`src/hdl/sld_pkg.sv`:
```
// Package for the sync/length deframer: widths, event codes, phase encoding.
package sld_pkg;

    localparam int MAX_PAYLOAD = 512;
    localparam int LEN_W       = $clog2(MAX_PAYLOAD + 1);

    localparam int BYTE_W   = 8;
    localparam int POS_W    = 9;
    localparam int FLEN_W   = 10;
    localparam int CNT_W    = 32;
    localparam int KIND_W   = 2;
    localparam int CFG_IDX_W = 8;

    localparam int OUT_FIELDS_W = BYTE_W + POS_W + FLEN_W + 2 * CNT_W;
    localparam int OUT_TDATA_W  = ((OUT_FIELDS_W + 7) / 8) * 8;
    localparam int OUT_PAD_W    = OUT_TDATA_W - OUT_FIELDS_W;

    localparam logic [BYTE_W-1:0] FIRST_SYNC_RST  = 8'h94;
    localparam logic [BYTE_W-1:0] SECOND_SYNC_RST = 8'hC3;

    localparam logic [CFG_IDX_W-1:0] REG_FIRST_SYNC  = 8'd0;
    localparam logic [CFG_IDX_W-1:0] REG_SECOND_SYNC = 8'd1;

    localparam logic [KIND_W-1:0] EV_PAYLOAD = 2'd0;
    localparam logic [KIND_W-1:0] EV_EMPTY   = 2'd1;
    localparam logic [KIND_W-1:0] EV_SYNCERR = 2'd2;

    localparam logic ACT_BYTE   = 1'b0;
    localparam logic ACT_RESYNC = 1'b1;

    typedef enum logic [4:0] {
        PH_HUNT0 = 5'b00001,
        PH_HUNT1 = 5'b00010,
        PH_LENHI = 5'b00100,
        PH_LENLO = 5'b01000,
        PH_DATA  = 5'b10000
    } phase_t;

endpackage

```
`src/hdl/sync_length_frame_deframer.sv`:
```
// Streaming deframer: two-byte sync hunt, 16-bit big-endian length, payload out.
// Output: a result is registered and appears on the master side in the cycle after its input transfer.
// Throughput: one input byte per cycle; the input is stalled only while a held
// result waits on m_axis_tready (output register).
// Reset: asynchronous, active low; returns to hunting for the first sync byte,
// clears both counters and loads the sync registers with 0x94 / 0xC3.
module sync_length_frame_deframer (
    input  logic                             clk,
    input  logic                             rst_n,
    // config write channel
    input  logic                             cfg_valid,
    output logic                             cfg_ready,
    input  logic [sld_pkg::CFG_IDX_W-1:0]    cfg_index,
    input  logic [sld_pkg::BYTE_W-1:0]       cfg_data,
    // input stream
    input  logic                             s_axis_tvalid,
    output logic                             s_axis_tready,
    input  logic [sld_pkg::BYTE_W-1:0]       s_axis_tdata,  // [7:0] rx_byte
    input  logic                             s_axis_tuser,  // [0] action
    // result stream
    output logic                             m_axis_tvalid,
    input  logic                             m_axis_tready,
    // [7:0] payload_byte, [16:8] byte_position, [26:17] frame_length,
    // [58:27] frames_total, [90:59] sync_errors_total, [95:91] zero
    output logic [sld_pkg::OUT_TDATA_W-1:0]  m_axis_tdata,
    output logic [sld_pkg::KIND_W-1:0]       m_axis_tuser,  // [1:0] event_kind
    output logic                             m_axis_tlast   // last_byte
);
    import sld_pkg::*;

    logic [BYTE_W-1:0] first_sync_reg, second_sync_reg;
    phase_t            phase_reg, phase_next;
    logic [BYTE_W-1:0] len_hi_reg, len_hi_next;
    logic [LEN_W-1:0]  len_reg, len_next;
    logic [LEN_W-1:0]  idx_reg, idx_next;
    logic [CNT_W-1:0]  frame_cnt_reg, frame_cnt_next;
    logic [CNT_W-1:0]  err_cnt_reg, err_cnt_next;

    logic              out_valid_reg, out_valid_next;
    logic [KIND_W-1:0] kind_reg, kind_next;
    logic [BYTE_W-1:0] byte_reg, byte_next;
    logic [POS_W-1:0]  pos_reg, pos_next;
    logic [FLEN_W-1:0] flen_reg, flen_next;
    logic              last_reg, last_next;

    logic              in_xfer;
    logic              emit;
    logic [15:0]       full_len;
    logic [LEN_W:0]    idx_plus;
    logic              is_last;

    assign cfg_ready     = 1'b1;
    assign s_axis_tready = !out_valid_reg || m_axis_tready;
    assign in_xfer       = s_axis_tvalid && s_axis_tready;

    assign full_len = {len_hi_reg, s_axis_tdata};
    assign idx_plus = {1'b0, idx_reg} + {{LEN_W{1'b0}}, 1'b1};
    assign is_last  = idx_plus >= {1'b0, len_reg};

    always_comb
    begin
        phase_next     = phase_reg;
        len_hi_next    = len_hi_reg;
        len_next       = len_reg;
        idx_next       = idx_reg;
        frame_cnt_next = frame_cnt_reg;
        err_cnt_next   = err_cnt_reg;
        emit           = 1'b0;
        kind_next      = EV_PAYLOAD;
        byte_next      = '0;
        pos_next       = '0;
        flen_next      = '0;
        last_next      = 1'b0;

        if (s_axis_tuser == ACT_RESYNC)
        begin
            phase_next = PH_HUNT0;
            len_hi_next = '0;
            len_next   = '0;
            idx_next   = '0;
        end
        else
        begin
            case (phase_reg)
                PH_HUNT0:
                begin
                    if (s_axis_tdata == first_sync_reg)
                        phase_next = PH_HUNT1;
                end
                PH_HUNT1:
                begin
                    // second sync match wins even if the byte also matches the first
                    if (s_axis_tdata == second_sync_reg)
                        phase_next = PH_LENHI;
                    else if (s_axis_tdata != first_sync_reg)
                    begin
                        phase_next = PH_HUNT0;
                        err_cnt_next = (&err_cnt_reg) ? err_cnt_reg : err_cnt_reg + 1'b1;
                        emit       = 1'b1;
                        kind_next  = EV_SYNCERR;
                    end
                end
                PH_LENHI:
                begin
                    len_hi_next = s_axis_tdata;
                    phase_next  = PH_LENLO;
                end
                PH_LENLO:
                begin
                    idx_next = '0;
                    if (full_len == 16'd0)
                    begin
                        len_next   = '0;
                        phase_next = PH_HUNT0;
                        emit       = 1'b1;
                        kind_next  = EV_EMPTY;
                    end
                    else if (full_len > 16'(MAX_PAYLOAD))
                    begin
                        len_next   = full_len[LEN_W-1:0];
                        phase_next = PH_HUNT0;
                        err_cnt_next = (&err_cnt_reg) ? err_cnt_reg : err_cnt_reg + 1'b1;
                        emit       = 1'b1;
                        kind_next  = EV_SYNCERR;
                    end
                    else
                    begin
                        len_next   = full_len[LEN_W-1:0];
                        phase_next = PH_DATA;
                    end
                end
                PH_DATA:
                begin
                    idx_next  = idx_plus[LEN_W-1:0];
                    emit      = 1'b1;
                    kind_next = EV_PAYLOAD;
                    byte_next = s_axis_tdata;
                    pos_next  = idx_reg[POS_W-1:0];
                    flen_next = FLEN_W'(len_reg);
                    last_next = is_last;
                    if (is_last)
                    begin
                        frame_cnt_next = (&frame_cnt_reg) ? frame_cnt_reg
                                                          : frame_cnt_reg + 1'b1;
                        phase_next = PH_HUNT0;
                    end
                end
                default:
                begin
                    phase_next = PH_HUNT0;
                    len_next   = '0;
                    idx_next   = '0;
                end
            endcase
        end
    end

    always_comb
    begin
        if (in_xfer && emit)
            out_valid_next = 1'b1;
        else if (m_axis_tready)
            out_valid_next = 1'b0;
        else
            out_valid_next = out_valid_reg;
    end

    always_ff @(posedge clk or negedge rst_n)
    begin
        if (!rst_n)
        begin
            first_sync_reg  <= FIRST_SYNC_RST;
            second_sync_reg <= SECOND_SYNC_RST;
        end
        else if (cfg_valid && cfg_ready)
        begin
            if (cfg_index == REG_FIRST_SYNC)
                first_sync_reg <= cfg_data;
            else if (cfg_index == REG_SECOND_SYNC)
                second_sync_reg <= cfg_data;
        end
    end

    always_ff @(posedge clk or negedge rst_n)
    begin
        if (!rst_n)
        begin
            phase_reg     <= PH_HUNT0;
            len_hi_reg    <= '0;
            len_reg       <= '0;
            idx_reg       <= '0;
            frame_cnt_reg <= '0;
            err_cnt_reg   <= '0;
            out_valid_reg <= 1'b0;
        end
        else
        begin
            out_valid_reg <= out_valid_next;
            if (in_xfer)
            begin
                phase_reg     <= phase_next;
                len_hi_reg    <= len_hi_next;
                len_reg       <= len_next;
                idx_reg       <= idx_next;
                frame_cnt_reg <= frame_cnt_next;
                err_cnt_reg   <= err_cnt_next;
            end
        end
    end

    // result payload, loaded only with a new event
    always_ff @(posedge clk)
    begin
        if (in_xfer && emit)
        begin
            kind_reg <= kind_next;
            byte_reg <= byte_next;
            pos_reg  <= pos_next;
            flen_reg <= flen_next;
            last_reg <= last_next;
        end
    end

    logic [CNT_W-1:0] frames_out_reg, errors_out_reg;

    // counter snapshot taken with the event, after this transfer's update
    always_ff @(posedge clk)
    begin
        if (in_xfer && emit)
        begin
            frames_out_reg <= frame_cnt_next;
            errors_out_reg <= err_cnt_next;
        end
    end

    assign m_axis_tvalid = out_valid_reg;
    assign m_axis_tuser  = kind_reg;
    assign m_axis_tlast  = last_reg;
    assign m_axis_tdata  = {{OUT_PAD_W{1'b0}}, errors_out_reg, frames_out_reg,
                            flen_reg, pos_reg, byte_reg};

    // payload phase only ever holds a legal declared length
    a_len_legal: assert property (@(posedge clk) disable iff (!rst_n)
        (phase_reg == PH_DATA) |-> (len_reg != '0 && len_reg <= LEN_W'(MAX_PAYLOAD)))
        else $error("payload phase with illegal length");

    a_pos_in_frame: assert property (@(posedge clk) disable iff (!rst_n)
        (m_axis_tvalid && m_axis_tuser == EV_PAYLOAD) |-> ({1'b0, pos_reg} < flen_reg))
        else $error("byte position beyond frame length");

    a_last_payload: assert property (@(posedge clk) disable iff (!rst_n)
        (m_axis_tvalid && m_axis_tlast) |-> (m_axis_tuser == EV_PAYLOAD))
        else $error("last mark on a non-payload event");

    a_frames_mono: assert property (@(posedge clk) disable iff (!rst_n)
        ##1 (frame_cnt_reg >= $past(frame_cnt_reg) && err_cnt_reg >= $past(err_cnt_reg)))
        else $error("event counter decreased");

endmodule

```
`config.mk`:
```
export PLATFORM = sky130hd
export DESIGN_NAME = sync_length_frame_deframer
export DESIGN_NICKNAME = d
export VERILOG_FILES = /design/src/hdl/sld_pkg.sv /design/src/hdl/sync_length_frame_deframer.sv
export SDC_FILE = /design/constraint.sdc
export NUM_CORES = 1
export LEC_CHECK = 0
export BUFFER_PORTS_ARGS = -buffer_cell sky130_fd_sc_hd__buf_2
export CAP_MARGIN = 15
export CORE_MARGIN = 8
export CORE_UTILIZATION = 45
export CTS_BUF_LIST = sky130_fd_sc_hd__clkbuf_4 sky130_fd_sc_hd__clkbuf_8 sky130_fd_sc_hd__clkbuf_16
export DETAILED_ROUTE_END_ITERATION = 16
export REMOVE_ABC_BUFFERS = 1
export SYNTH_ARGS = -nofsm -noshare
export SYNTH_HDL_FRONTEND = slang
export SYNTH_SLANG_ARGS = --single-unit
```
`constraint.sdc`:
```
create_clock -name clk -period 11.6 [get_ports clk]
set_input_delay 0 -clock clk [delete_from_list [all_inputs] [get_ports clk]]
set_output_delay 0 -clock clk [all_outputs]
set_load 0.005 [all_outputs]
```
==> reports/results.tsv, run 1 <==
stage	metric	value	unit
run_status	status	completed	
pwr	Sw Ratio	23.5	%
run	Max Cap Violations	0	
setup_path	crit start category	flop	
global_route	vias in the first global route	7523	
floorplan	Row Count	55	
detailed_routing	Routed WL	23700	um
final_layout	Area growth syn-to-layout	17.0	%
global_route	Overflow after GRT	0	
detailed_routing	DR iter-0 viols	320	
sta	clk_skew	0.0102	ns
synth	post-synth top area cell	edfxtp_1	
setup_path	critical path capture point type	flop	
clock_tree	clock root buffer	clkbuf_16	
pwr	Internal	1280	uW
final_layout	Final Instance Area	12200	um2
clock_tree	clock latency on the worst-skew pair	0.50	ns
clock_tree	Worst-path clk slew	0.06	ns
final_layout	# nets final	1130	
setup_path	reg2reg end	phase_reg[4]	
synth	post-synthesis cell area	10400	um2
setup_path	Worst Path Buf+Inv	1	
final_layout	share of layout cells above drive strength 1	21.0	%
pwr	power per standard cell area	137	nW/um2
setup_path	Req. time, crit path	11.98	ns
setup_path	FF-to-FF Start	idx_reg[0]	
final_layout	number of cells in the finished layout apart from fillers	1388	
global_route	largest net degree at the start of global routing	63	
pwr	Seq pwr share	49.5	%
synth	ys async rst share	54.8	%
sta	Tmin final	3.49	ns
pwr	Leak	0.00544	uW
sta	post-route clock period utilization	30.1	%
setup_path	kind of cell adding the most delay to the critical path	compound AO/OA/AOI/OAI gates	
synth	Distinct cells, synth	66	
synth	most frequent cell after synthesis	xor2_1	
floorplan	Starting Density	45.9	%
placement	pre-CTS setup slack	8.13	ns
detailed_routing	wire length per cell	17.1	um
detailed_routing	DR vias/cell	5.34	
synth	number of synthesis warnings	0	
detailed_routing	DRT antenna net count	0	
floorplan	die area	28300	um2
global_route	met2 Usage GRT	27.9	%
floorplan	Core ar.	22700	um2
synth	EDFF count, synth	94	
sta	f_max	286	MHz
setup_path	CP Class	reg -> reg	
final_layout	Antenna Diode Count	0	
setup_path	Worst R2R Setup Slack	8.11	ns
global_route	GR Util met1	22.4	%
global_route	Total GRT Usage	16.7	%
pwr	total power	1670	uW
synth	Yosys reg bits	208	
placement	post-DP HPWL	16200	um
placement	Post-DP Area	11300	um2
clock_tree	CTS tree	done	
clock_tree	H-tree levels	1	
synth	Most used DFF post-synth	dfrtp_1	
setup_path	Reg2Reg Depth	12	
sta	max_slew headroom	34.1	%
floorplan	DIE WIDTH	168	um
min_path	worst hold path depth	3	
clock_tree	post-CTS setup buffers	0	
clock_tree	clock sink count	208	
sta	Final Setup Violations	0	
setup_path	critical path's largest stage delay	0.53	ns
global_route	layer with the highest usage	met2	
sta	Final Hold Fails	0	
setup_path	worst-path cell chain	ha_1, nand3_1, xnor2_1, ha_1, a21o_1, a21o_1, a21oi_1, o21a_1, o221a_2, buf_4, a21oi_1, mux2_2	
synth	Mean Syn Cell Area	10.9	um2
pwr	VDD IR max	0.110	mV
synth	Seq/Total Area, Yosys	54.6	%
global_route	first-pass GRT wire length	39200	um
clock_tree	number of buffers created by CTS	23	
detailed_routing	Vias	7417	
pwr	clock network power share	42.9	%
setup_path	CP max-delay cell	buf_4	
clock_tree	CTS resizes	0	
synth	Syn Inst Count	959	
pwr	combinational share of power	7.6	%
placement	dpl cells	1328	
synth	largest cells by area after synthesis	edfxtp_1 27%, dfrtp_1 25%, xor2_1 9.7%	
sta	max-slew violation count	0	
setup_path	crit path DAT	3.88	ns
clock_tree	Max Root-Sink Buffers	3	
setup_path	CP Max Fanout	60	
sta	setup TNS	0	ns
global_route	antenna violations before repair	0	
placement	Routability Congestion	0.821	
min_path	HP Start	cfg_index[0]	
pwr	P_sw	391	uW
floorplan	IO Count	132	
sta	fin worst setup slack	8.11	ns
synth	Synth top cells by count	115 x xor2_1, 106 x dfrtp_1, 94 x edfxtp_1	
sta	worst slew pin tran	0.983	ns
placement	IO buf count	125	
synth	Yosys top cell area share	27.1	%
min_path	Min-Delay Endpoint	first_sync_reg[7]	
floorplan	Die Ht	168	um
min_path	Hold Crit Class	in -> reg	
global_route	grt met3 use	3.06	%
detailed_routing	drt first pass iters	5	
detailed_routing	DRC errors left	0	
sta	RSZ-0062 raised after global routing	false	
## metrics by stage
stage | hold slack, ns | util [%]
finish | 0.0311 | 53.7
CTS | 0.0185 | 53.7
floorplan | -0.296 | -
global placement | 0.0991 | 49.6
detailed placement | 0.0923 | 49.6
global route | 0.0450 | 53.7
## metal layers
layer,wire (um),share of wire (%)
met1,10800,45
met2,11400,48
met3,1270,5.4
met4,284,1.2
met5,0,0
## logic make-up (layout without fill, tap and decap cells)
kind of cell | after synthesis | count (layout) | share of synthesized area (%)
buffers and inverters | 86 | 226 | 3.58
muxes | 26 | 26 | 2.80
xor gates and xnor gates | 138 | 138 | 11.6
adders and majority gates | 13 | 13 | 1.56
other | 2 | 6 | 0.0721
DFF | 208 | 208 | 54.6
AOI/OAI and AO/OA | 97 | 97 | 5.99
and+or+nand+nor | 389 | 389 | 19.8
## placed cells by master, fill, tap and decap left out, types with 8 or more instances in the layout
cell and count:
nor3_1 60, edfxtp_1 94, dfstp_2 8, mux2_2 25, inv_1 30, and2_1 15, o21ai_0 39, nand2_1 82
nand3_1 38, a21oi_1 13, clkbuf_16 23, and3_1 17, buf_4 11, buf_2 124, xnor2_1 23, ha_1 13
xor2_1 115, nor2_1 76, dfrtp_1 106, dlygate4sd3_1 19, nor4_1 25, o41ai_1 9, nand4_1 18
## timing repair
| item | CTS | global route |
|---|---|---|
| endpoints found under the setup margin | 0 | 0 |
| endpoints found under the hold margin | 93 | 0 |
| hold buffers | 19 | 0 |
## area by class of cell
| class | instances | area [um2] |
|---|---|---|
| Clock buffer | 30 | 641 |
| Timing Repair Buffer | 154 | 893 |
| Sequential cell | 208 | 5690 |
| Fill cell | 2027 | 10500 |
| Inverter | 31 | 116 |
| Tap cell | 285 | 357 |
| Clock inverter | 11 | 104 |
| Multi-Input combinational cell | 669 | 4390 |
## worst register-to-register path: stages (launching register included)
cell and delay, ns:
dfrtp_1 0.44, ha_1 0.30, nand3_1 0.12, xnor2_1 0.21, ha_1 0.28, a21o_1 0.16
a21o_1 0.17, a21oi_1 0.14, o21a_1 0.16, o221a_2 0.19, buf_4 0.53, a21oi_1 0.33
mux2_2 0.35
## worst max-delay path by stage
stage	start	end	cells after the start
2_1_floorplan	phase_reg[1]	byte_reg[0]	3
3_3_place_gp	idx_reg[0]	phase_reg[1]	12
3_5_place_dp	idx_reg[0]	phase_reg[1]	12
4_1_cts	idx_reg[0]	phase_reg[4]	12
5_1_grt	idx_reg[0]	phase_reg[4]	12
6_report	idx_reg[0]	phase_reg[4]	12
## power groups by stage
| stage | Sequential, uW | Clock [uW] | Combinational [uW] |
|---|---|---|---|
| 2_1_floorplan | 831 | 0 | 77.4 |
| 3_3_place_gp | 837 | 0 | 121 |
| 3_5_place_dp | 838 | 0 | 122 |
| 4_1_cts | 824 | 736 | 128 |
| 5_1_grt | 829 | 765 | 144 |
| 6_report | 825 | 716 | 126 |
(Power assumes the default switching activity.)
==> run 2: changes to the inputs <==
--- a/config.mk
+++ b/config.mk
@@ -11,6 +11,7 @@
 export CORE_UTILIZATION = 45
 export CTS_BUF_LIST = sky130_fd_sc_hd__clkbuf_4 sky130_fd_sc_hd__clkbuf_8 sky130_fd_sc_hd__clkbuf_16
 export DETAILED_ROUTE_END_ITERATION = 16
+export PLACE_DENSITY = 0.67
 export REMOVE_ABC_BUFFERS = 1
 export SYNTH_ARGS = -nofsm -noshare
 export SYNTH_HDL_FRONTEND = slang
==> constraint.sdc (replaced) <==
create_clock -name clk -period 3.1 [get_ports clk]
set_input_delay 0 -clock clk [delete_from_list [all_inputs] [get_ports clk]]
set_output_delay 0 -clock clk [all_outputs]
set_load 0.005 [all_outputs]
==> reports/results.tsv, run 2 (synthesis gave the netlist of run 1 again) <==
stage	metric	value	unit
run_status	status	completed	
clock_tree	CTS tree	done	
clock_tree	number of buffers created by CTS	24	
global_route	first-pass GRT wire length	39900	um
placement	Routability Congestion	0.846	
setup_path	critical path depth	10	
pwr	power per standard cell area	506	nW/um2
clock_tree	Max Root-Sink Buffers	3	
sta	Tmin final	2.98	ns
setup_path	Worst Path Buf+Inv	1	
setup_path	critical path capture point type	flop	
placement	post-DP HPWL	16700	um
sta	Final Hold Fails	0	
placement	IO buf count	125	
detailed_routing	DR vias/cell	5.49	
detailed_routing	DRC errors left	0	
setup_path	worst-path cell chain	and3_1, and3_2, xor2_1, ha_1, nand4_1, o21a_1, o221a_4, clkbuf_16, or4_1, xnor2_1	
setup_path	Req. time, crit path	3.49	ns
final_layout	share of layout cells above drive strength 1	23.0	%
sta	f_max	336	MHz
min_path	worst hold path depth	3	
setup_path	critical path's largest stage delay	0.54	ns
clock_tree	H-tree levels	1	
detailed_routing	Routed WL	24400	um
sta	final hold slack	0.0153	ns
clock_tree	clock root buffer	clkbuf_16	
sta	clk_skew	0.00963	ns
placement	Post-DP Area	11400	um2
final_layout	# fillers	1986	
clock_tree	clock sink count	208	
setup_path	Reg2Reg Depth	10	
sta	RSZ-0062 raised after global routing	true	
run	Max Cap Violations	0	
setup_path	CP Class	reg -> reg	
floorplan	die area	28300	um2
floorplan	Row Count	55	
final_layout	most frequent cells in the layout	124 x buf_2, 115 x xor2_1, 105 x dfrtp_1, 94 x edfxtp_1, 82 x nand2_1	
floorplan	DIE WIDTH	168	um
clock_tree	Worst-path clk slew	0.06	ns
final_layout	Final Instance Area	12500	um2
setup_path	CP max-delay cell	or4_1	
floorplan	Starting Density	45.9	%
setup_path	crit path DAT	3.37	ns
global_route	antenna violations before repair	1	
sta	max_slew headroom	56.8	%
detailed_routing	drt first pass iters	4	
global_route	largest net degree at the start of global routing	59	
final_layout	# nets final	1150	
clock_tree	clock latency on the worst-skew pair	0.51	ns
sta	post-route clock period utilization	96.0	%
global_route	Total GRT Usage	17.0	%
global_route	Overflow after GRT	0	
min_path	Hold Crit Class	in -> reg	
floorplan	Core ar.	22700	um2
detailed_routing	wire length per cell	17.3	um
clock_tree	post-CTS setup buffers	0	
detailed_routing	Vias	7747	
detailed_routing	DRT antenna net count	0	
final_layout	Area growth syn-to-layout	19.9	%
setup_path	crit start category	flop	
sta	max-slew violation count	0	
final_layout	commonest non-fill, non-tap cell in the layout	buf_2	
floorplan	Die Ht	168	um
pwr	Leak	0.00558	uW
floorplan	IO Count	132	
sta	Final Setup Violations	0	
detailed_routing	DR iter-0 viols	401	
global_route	vias in the first global route	7840	
pwr	VDD IR max	0.405	mV
setup_path	kind of cell adding the most delay to the critical path	simple AND/OR/NAND/NOR gates	
sta	worst slew pin tran	0.645	ns
setup_path	CP Max Fanout	13	
-- run 2: tightest hold or removal path, stage by stage --
cell and delay (ns):
buf_2 0.09, nor2_1 0.14, mux2_2 0.26
-- run 2: path summary, 6_finish.rpt --
path / end / from / slack [ns]
setup reg to reg: frame_cnt_reg[12] / idx_reg[3] / 0.12
hold reg to reg: len_reg[1] / len_reg[1] / 0.48
max in group asynchronous: first_sync_reg[7] / rst_n / 2.15
setup / recovery: frame_cnt_reg[12] / idx_reg[3] / 0.12
hold / removal: first_sync_reg[6] / cfg_index[0] / 0.02
min in group asynchronous: err_cnt_reg[5] / rst_n / 0.05
-- run 2: per-stage QoR --
stage / utilization [%] / instances / setup TNS [ns] / total power (uW) / setup slack [ns]
after global routing: 55.0 / 1411 / 0 / 6580 / 0.000233
after floorplan: - / 908 / -574.29 / 3400 / -6.01
after detailed placement: 50.4 / 1345 / 0 / 3610 / 0.00988
final: 55.0 / 1411 / 0 / 6320 / 0.123
after CTS: 54.7 / 1408 / 0 / 6400 / 0.0441
after global placement: 50.4 / 1345 / 0 / 3600 / 0.0947
-- run 2: power breakdown --
part | total [uW] | internal [uW] | switching [uW]
sequential | 3090 | 2970 | 114
combinational | 496 | 205 | 291
clock | 2740 | 1670 | 1080
total | 6320 | 4840 | 1480
-- run 2: cell type report --
cell class | count | area (um2) | share of cell area (%)
flip-flops and latches | 208 | 5690 | 45.5
multi-input cells | 669 | 4430 | 35.5
repair buffers | 173 | 1120 | 8.96
clock buffers | 33 | 704 | 5.64
well taps | 285 | 357 | 2.85
inverters | 31 | 116 | 0.931
clock inverters | 11 | 80.1 | 0.641
diodes | 1 | 2.50 | 0.0200
-- run 2: metal layers --
layer / wire length (um) / GRT usage [%] / vias up
met2: 11900 / 29.4 / 202
li1: - / - / 3702
met4: 452 / 4.23 / 0
met1: 10700 / 21.7 / 3805
met3: 1310 / 2.97 / 38
met5: 0 / 0 / -
-- run 2: what timing repair did --
item	4_1_cts	5_1_grt
setup endpoints to repair	1	43
endpoints found under the hold margin	106	0
cloned	0	2
resized for setup	1	7
hold buffers	19	0
